## config.mk

```make
export PLATFORM = sky130hd
export DESIGN_NAME = key_autoshift_repeat_detector_core
export DESIGN_NICKNAME = d
export VERILOG_FILES = /design/src/rtl/kard_pkg.sv /design/src/rtl/kard_cnt_mem.sv /design/src/rtl/kard_step.sv /design/src/rtl/key_autoshift_repeat_detector_core.sv
export SDC_FILE = /design/constraint.sdc
export NUM_CORES = 2
export LEC_CHECK = 0
export ABC_AREA = 1
export BUFFER_PORTS_ARGS = -buffer_cell sky130_fd_sc_hd__buf_2
export CAP_MARGIN = 20
export CORE_MARGIN = 2
export CORE_UTILIZATION = 25
export DETAILED_ROUTE_END_ITERATION = 16
export MAX_ROUTING_LAYER = met4
export PLACE_DENSITY = 0.38
export RECOVER_POWER = 25
export SETUP_SLACK_MARGIN = 0.02
export SLEW_MARGIN = 20
export SYNTH_ARGS = -nofsm -noshare
export SYNTH_HDL_FRONTEND = slang
export SYNTH_SLANG_ARGS = --single-unit
```

## constraint.sdc

```tcl
create_clock -name clk -period 14.04 [get_ports clk]
set_clock_uncertainty 0.05 [all_clocks]
set_input_delay 1.404 -clock clk [delete_from_list [all_inputs] [get_ports clk]]
set_output_delay 1.404 -clock clk [all_outputs]
set_load 0.005 [all_outputs]
```

## src/rtl/kard_pkg.sv

```systemverilog
// Shared types, constants and the key mapping table for the auto shift detector.
// No dependencies; every module of the block imports this package.
package kard_pkg;

	localparam int KEY_SLOTS = 256;
	localparam int SLOT_W = $clog2(KEY_SLOTS);
	localparam int CNT_W = 7;
	localparam int CODE_W = 7;
	localparam int IDX_W = 1;
	localparam int DATA_W = 7;

	localparam logic [IDX_W-1:0] REG_ENABLE = 1'b0;
	localparam logic [IDX_W-1:0] REG_MIN_REPEAT = 1'b1;

	localparam logic [CNT_W-1:0] REPEAT_LOW = 7'd2;
	localparam logic [CNT_W-1:0] REPEAT_HIGH = 7'd100;

	typedef logic [SLOT_W-1:0] slot_t;
	typedef logic [CNT_W-1:0] cnt_t;

	typedef struct packed {
		logic key_down;
		logic modifier_held;
		logic ime_hangul;
		logic injected;
		logic [7:0] scan_code;
		logic [7:0] key_code;
	} event_t;

	typedef struct packed {
		logic suppress;
		logic send_backspace;
		logic send_char;
		logic [CODE_W-1:0] char_code;
	} result_t;

	typedef struct packed {
		logic en;
		slot_t slot;
		cnt_t cnt;
	} wb_t;

	function automatic slot_t slot_of(input logic [7:0] scan);
		return SLOT_W'(scan % KEY_SLOTS);
	endfunction

	// Shifted character of a virtual key, zero when the key has none
	function automatic logic [CODE_W-1:0] shifted_of(input logic [7:0] vk);
		logic [CODE_W-1:0] ch;
		ch = '0;
		if (vk >= 8'h41 && vk <= 8'h5A) begin
			ch = vk[CODE_W-1:0];
		end else begin
			unique case (vk)
				8'hC0: ch = 7'h7E;
				8'h31: ch = 7'h21;
				8'h32: ch = 7'h40;
				8'h33: ch = 7'h23;
				8'h34: ch = 7'h24;
				8'h35: ch = 7'h25;
				8'h36: ch = 7'h5E;
				8'h37: ch = 7'h26;
				8'h38: ch = 7'h2A;
				8'h39: ch = 7'h28;
				8'h30: ch = 7'h29;
				8'hBD: ch = 7'h5F;
				8'hBB: ch = 7'h2B;
				8'hDB: ch = 7'h7B;
				8'hDD: ch = 7'h7D;
				8'hDC: ch = 7'h7C;
				8'hBA: ch = 7'h3A;
				8'hDE: ch = 7'h22;
				8'hBC: ch = 7'h3C;
				8'hBE: ch = 7'h3E;
				8'hBF: ch = 7'h3F;
				default: ch = '0;
			endcase
		end
		return ch;
	endfunction

endpackage

```

## src/rtl/kard_cnt_mem.sv

```systemverilog
// Repeat counter store: one synchronous memory entry per scan code slot.
// Per-entry valid bits cleared at reset make unwritten entries read as zero.
// Depends on kard_pkg.
module kard_cnt_mem (
	input  logic           clk,
	input  logic           arst_n,
	input  logic           rd_en,
	input  kard_pkg::slot_t rd_slot,
	output kard_pkg::cnt_t  rd_cnt,
	input  kard_pkg::wb_t   wb
);
	import kard_pkg::*;

	cnt_t mem [KEY_SLOTS];
	logic [KEY_SLOTS-1:0] vld_q;
	cnt_t rd_data_q;
	logic rd_vld_q;

	always_ff @(posedge clk) begin
		if (wb.en) begin
			mem[wb.slot] <= wb.cnt;
		end
		if (rd_en) begin
			rd_data_q <= mem[rd_slot];
		end
	end

	always_ff @(posedge clk or negedge arst_n) begin
		if (!arst_n) begin
			vld_q <= '0;
			rd_vld_q <= 1'b0;
		end else begin
			if (wb.en) begin
				vld_q[wb.slot] <= 1'b1;
			end
			if (rd_en) begin
				rd_vld_q <= vld_q[rd_slot];
			end
		end
	end

	assign rd_cnt = rd_vld_q ? rd_data_q : '0;

endmodule

```

## src/rtl/kard_step.sv

```systemverilog
// Counter update and result decision for one key event.
// Combinational; depends on kard_pkg for the event, result and write-back types.
module kard_step (
	input  kard_pkg::event_t  ev,
	input  kard_pkg::cnt_t    cnt,
	input  logic              enable,
	input  logic [6:0]        min_repeat,
	output kard_pkg::result_t res,
	output logic              wr,
	output kard_pkg::cnt_t    wr_cnt
);
	import kard_pkg::*;

	cnt_t m;
	cnt_t c1;
	logic [CODE_W-1:0] ch;
	logic active;
	logic press;
	logic bs;
	logic sc;

	always_comb begin
		if (min_repeat < REPEAT_LOW) begin
			m = REPEAT_LOW;
		end else if (min_repeat > REPEAT_HIGH) begin
			m = REPEAT_HIGH;
		end else begin
			m = min_repeat;
		end
	end

	assign ch = shifted_of(ev.key_code);
	assign active = enable && !ev.injected && ev.scan_code != 8'd0;
	assign press = ev.key_down && !ev.modifier_held && !ev.ime_hangul;

	always_comb begin
		res = '0;
		wr = 1'b0;
		wr_cnt = '0;
		bs = 1'b0;
		sc = 1'b0;
		c1 = cnt;
		if (active) begin
			if (press) begin
				if (ch != '0) begin
					wr = 1'b1;
					if (cnt < m) begin
						wr_cnt = cnt + 7'd1;
					end else begin
						bs = (cnt == m);
						c1 = bs ? cnt + 7'd1 : cnt;
						sc = ({1'b0, c1} == {1'b0, m} + 8'd1);
						wr_cnt = sc ? c1 + 7'd1 : c1;
					end
					res.send_backspace = bs;
					res.send_char = sc;
					res.char_code = sc ? ch : '0;
					res.suppress = wr_cnt > 7'd1;
				end else begin
					res.suppress = cnt > 7'd1;
				end
			end else begin
				wr = 1'b1;
			end
		end
	end

endmodule

```

## src/rtl/key_autoshift_repeat_detector_core.sv

```systemverilog
// Top level of the auto shift on hold detector: input stage, counter memory,
// update logic and output register. Depends on kard_pkg, kard_cnt_mem, kard_step.
//
// Usage:
//   Key events enter on the key channel (key_valid / key_stall) with one field
//   per port; one result per event leaves on the res channel (res_valid /
//   res_stall). A transfer happens at a rising edge with valid high and stall low.
//   An event transferred at an edge reads its counter at that edge, is updated in
//   the update stage and its result is registered in the output register once
//   that stage advances; res_valid is high from then until it is transferred.
//   Throughput is one event per cycle while res_stall is low; a counter write
//   and the next read share an edge, and a same-slot hit is forwarded.
//   While res_stall is high the result holds, one more event may wait in the
//   update stage, and key_stall rises once that stage is full.
//   Configuration: cfg_we with cfg_index 0 (enable) or 1 (min_repeat) writes
//   cfg_data; write only while no event is in flight.
//   Reset clears enable to 1, min_repeat to 2 and all 256 counter valid bits,
//   so every counter reads zero right after reset with no clearing pass.
module key_autoshift_repeat_detector_core (
	input  logic                        clk,
	input  logic                        arst_n,
	input  logic                        key_valid,
	output logic                        key_stall,
	input  logic                        key_down,
	input  logic                        modifier_held,
	input  logic                        ime_hangul,
	input  logic                        injected,
	input  logic [7:0]                  scan_code,
	input  logic [7:0]                  key_code,
	output logic                        res_valid,
	input  logic                        res_stall,
	output logic                        suppress,
	output logic                        send_backspace,
	output logic                        send_char,
	output logic [kard_pkg::CODE_W-1:0] char_code,
	input  logic                        cfg_we,
	input  logic [kard_pkg::IDX_W-1:0]  cfg_index,
	input  logic [kard_pkg::DATA_W-1:0] cfg_data
);
	import kard_pkg::*;

	logic enable_q;
	logic [6:0] min_repeat_q;

	logic vld_s1;
	event_t ev_s1;
	logic hit_s1;
	cnt_t fwd_s1;

	logic out_vld_q;
	result_t res_q;

	event_t ev_in;
	slot_t slot_in;
	logic accept;
	logic advance;
	cnt_t mem_cnt;
	cnt_t cnt_s1;
	result_t res_s1;
	logic wr_s1;
	cnt_t wr_cnt_s1;
	wb_t wb;

	assign ev_in = '{key_down: key_down, modifier_held: modifier_held,
		ime_hangul: ime_hangul, injected: injected,
		scan_code: scan_code, key_code: key_code};
	assign slot_in = slot_of(scan_code);

	assign advance = !out_vld_q || !res_stall;
	assign key_stall = vld_s1 && !advance;
	assign accept = key_valid && !key_stall;

	assign wb.en = vld_s1 && advance && wr_s1;
	assign wb.slot = slot_of(ev_s1.scan_code);
	assign wb.cnt = wr_cnt_s1;

	kard_cnt_mem u_mem (
		.clk     (clk),
		.arst_n  (arst_n),
		.rd_en   (accept),
		.rd_slot (slot_in),
		.rd_cnt  (mem_cnt),
		.wb      (wb)
	);

	assign cnt_s1 = hit_s1 ? fwd_s1 : mem_cnt;

	kard_step u_step (
		.ev         (ev_s1),
		.cnt        (cnt_s1),
		.enable     (enable_q),
		.min_repeat (min_repeat_q),
		.res        (res_s1),
		.wr         (wr_s1),
		.wr_cnt     (wr_cnt_s1)
	);

	always_ff @(posedge clk or negedge arst_n) begin
		if (!arst_n) begin
			enable_q <= 1'b1;
			min_repeat_q <= 7'd2;
		end else if (cfg_we) begin
			unique case (cfg_index)
				REG_ENABLE:     enable_q <= cfg_data[0];
				REG_MIN_REPEAT: min_repeat_q <= cfg_data[6:0];
				default: ;
			endcase
		end
	end

	always_ff @(posedge clk or negedge arst_n) begin
		if (!arst_n) begin
			vld_s1 <= 1'b0;
			out_vld_q <= 1'b0;
		end else begin
			if (accept) begin
				vld_s1 <= 1'b1;
			end else if (advance) begin
				vld_s1 <= 1'b0;
			end
			if (advance) begin
				out_vld_q <= vld_s1;
			end
		end
	end

	always_ff @(posedge clk) begin
		if (accept) begin
			ev_s1 <= ev_in;
			hit_s1 <= wb.en && wb.slot == slot_in;
			fwd_s1 <= wb.cnt;
		end
		if (advance && vld_s1) begin
			res_q <= res_s1;
		end
	end

	assign res_valid = out_vld_q;
	assign suppress = res_q.suppress;
	assign send_backspace = res_q.send_backspace;
	assign send_char = res_q.send_char;
	assign char_code = res_q.char_code;

endmodule
```

==> results.tsv <==
metric	value	unit
status	finished, violations left	
failing checks	capacitance limit, slew limit	
register clock-pin slew on the reported worst setup and hold paths	0.06	ns
drt pass-1 iters	5	
WL met2	136	mm
Async SR Flop Fraction	12.7	%
Slew HR	-409	%
sequential fraction of the synthesis area	72.2	%
global-route wire length before repair	421	mm
post-route ant nets	0	
Initial Util	25.2	%
CP Data Arrival Time	10.49	ns
TNS Setup	0	ns
overall power	13.9	mW
total gr overflow	0	
Multi-input gate area	0.0211	mm²
die area	0.348	mm²
hold buffer count at cts	0	
Post-synth EDFFs	1837	
post-CTS setup buffer count	0	
Net Sw Frac	23.8	%
pwr/cell area	142	mW/mm²
max incr delay on CP	5.32	ns
critical path endpoint category	flop	
final setup vio count	0	
Die Ht	590	µm
CTS tree	done	
Slew Viols, Final	582	
met3 wire len	13.0	mm
RSZ-0062 raised after global routing	false	
Req. time, crit path	14.73	ns
Layout Utilization	28.7	%
vias	56316	
Leak Pwr	36.4	nW
Hold WS	0.331	ns
maximum buffer depth of the clock tree	4	
WL/cell	25.1	µm
number of global-route vias before repair	55537	
initial antenna violation count	14	
share of cells above drive strength 1	8.98	%
number of nets in the layout	6981	
io pins	45	
final WL	293	mm
Synth Area in Simple Gates	11.5	%
Placed Instance Area	0.0907	mm²
worst-path cell chain	buf_8, clkbuf_1, buf_4, o21ai_0, o22ai_1, o21ai_0, o22ai_1, nor2_1, o22ai_1, nor2_1, o21ai_0	
CTS buffer count	239	
Synth Area per Inst	12.2	µm²
DRT met1 WL	137	mm
port bufs	44	
Cells after Synth	7045	
combinational share of power	6.6	%
GP Congestion	0.805	
Synth Cell Area	0.0857	mm²
Synth warnings	0	
Inst Count DP	11227	
Post-route DRC	0	
Tcrit/Tclk final	69.8	%
complex-gate fraction of the synthesized area	13.2	%
maximum vdd drop	0.0000886	V
DR iter-0 viols	4937	
DP Wirelength	164	mm
DIE WIDTH	590	µm
Period minus WS final	9.80	ns
CTS root buf	clkbuf_16	
clock share of power	44.5	%
worst min path class	flop to flop	
predominant post-synthesis flop cell	edfxtp_1	
Post-Layout Cell Count	11678	
fmax	0.102	GHz
max-cap check violation count	12	
Int Power	10.6	mW
top layer in use	met4	
GRT Total Usage	16.9	%
post-synthesis xor/xnor area fraction	0.0818	%
critical path's slowest cell	clkbuf_1	
clk_lat worst skew	0.91	ns
filler cell count	34855	
CP max FO	161	
pre-CTS setup slack	6.87	ns
proportion of synthesized area in mux cells	0.0263	%
Worst-Margin Slew	7.64	ns
main combinational cell family by area after synthesis	compound AO/OA/AOI/OAI gates	
register share of total power	49.0	%
number of failing hold endpoints at the final stage	0	
crit path kind	input pin to flop	
P&R area growth vs syn	14.2	%
core outline area	0.341	mm²
largest net degree at the start of global routing	192	
synth unique cells	55	
Via density	4.82	
fin area	0.0978	mm²
clock sink count	2104	
H-tree Lvls	4	
Reg area	0.0618	mm²
Post-Synth Adder-Cell Area	0.161	%
Setup WS post-layout	4.24	ns
post-synthesis register bit count	2104	
post_cts resized	0	
Startpoint Class	input pin	
row cnt	214	
Sw Pwr	3.30	mW
final timing paths:
check	from	to	slack (ns)	cells after the start
worst max-delay path	scan_code[0]	u_mem.rd_data_q[3]	4.24	11
worst min-delay path	u_mem.vld_q[0]	u_mem.vld_q[0]	0.33	0
worst max register to register	min_repeat_q[3]	u_mem.mem[109][5]	7.51	24
worst min register to register	u_mem.vld_q[0]	u_mem.vld_q[0]	0.33	0
max in group asynchronous	arst_n	u_mem.vld_q[24]	5.87	4
min in group asynchronous	arst_n	u_mem.vld_q[106]	2.76	1
logic make-up after synthesis:
logic type | count (synthesis)
AOI/OAI and AO/OA | 2039
and+or+nand+nor | 2282
other | 1
DFF | 2104
buffers and inverters | 598
adders and majority gates | 11
muxes | 2
xor gates and xnor gates | 8
state kept, by name, summed over array words and instances (netlist names):
signal / cells
ev_s1: 20
u_mem.rd_vld_q: 1
res_valid: 1
send_backspace: 1
u_mem.rd_data_q: 7
u_mem.vld_q: 256
fwd_s1: 7
char_code: 7
min_repeat_q: 7
u_mem.mem: 1792
hit_s1: 1
send_char: 1
enable_q: 1
suppress: 1
vld_s1: 1
synthesized netlist by cell type, drive strengths merged (6+ instances only):
cell type	count	area share (%)
a21oi	23	0.13
buf	124	0.78
clkbuf	389	1.7
dfrtp	265	7.7
edfxtp	1837	64
ha	11	0.16
inv	84	0.37
nand2	264	1.2
nand3	126	0.83
nand4	21	0.20
nor2	1660	7.7
nor3	11	0.088
o21ai	1282	7.5
o21bai	66	0.58
o22ai	614	4.5
o32ai	34	0.35
or2	193	1.4
xnor2	6	0.061
critical path: cells and delay by family:
| kind | cells | cell delay [ns] |
|---|---|---|
| and+or+nand+nor | 2 | 0.17 |
| AOI/OAI and AO/OA | 6 | 1.65 |
| buffers and inverters | 3 | 6.99 |
power by group through the flow:
stage	Clock [mW]	Combinational, mW	Sequential, mW
floorplan	0	0.534	6.91
global placement	0	0.930	6.92
detailed placement	0	0.926	6.92
CTS	6.32	0.928	6.79
global route	6.55	0.999	6.79
finish	6.17	0.913	6.79
layout make-up:
class                           instances  area share (%)
Timing Repair Buffer                  158            1.32
Clock inverter                        123            1.11
Sequential cell                      2104            63.2
Inverter                               85           0.362
Tap cell                             4536            5.80
Clock buffer                          320            6.66
Multi-Input combinational cell       4349            21.5
Antenna cell                            3         0.00767
layer usage:
metal  vias to the layer above  global-route usage (%)
li1                      25491                       -
met1                     29047                    23.4
met2                      1391                    26.6
met3                       387                    1.91
met4                         0                    3.74
met5                         -                       -
cell usage in the layout (no fill, tap or decap), types with 27 or more instances in the layout:
cell | Yosys | routed
o21bai_1 | 66 | 66
buf_4 | 1 | 86
nand2_1 | 257 | 245
clkinv_1 | 1 | 51
o32ai_1 | 34 | 32
clkinv_2 | 0 | 39
buf_2 | 99 | 27
dfrtp_1 | 265 | 265
or2_2 | 113 | 113
nand3_1 | 118 | 123
o22ai_1 | 614 | 614
clkbuf_1 | 388 | 84
clkbuf_16 | 0 | 240
nor2_1 | 1606 | 1653
inv_1 | 73 | 68
edfxtp_1 | 1837 | 1837
o21ai_0 | 1280 | 1278
or2_1 | 80 | 79
Note: power is estimated with default switching activity, not from simulation.
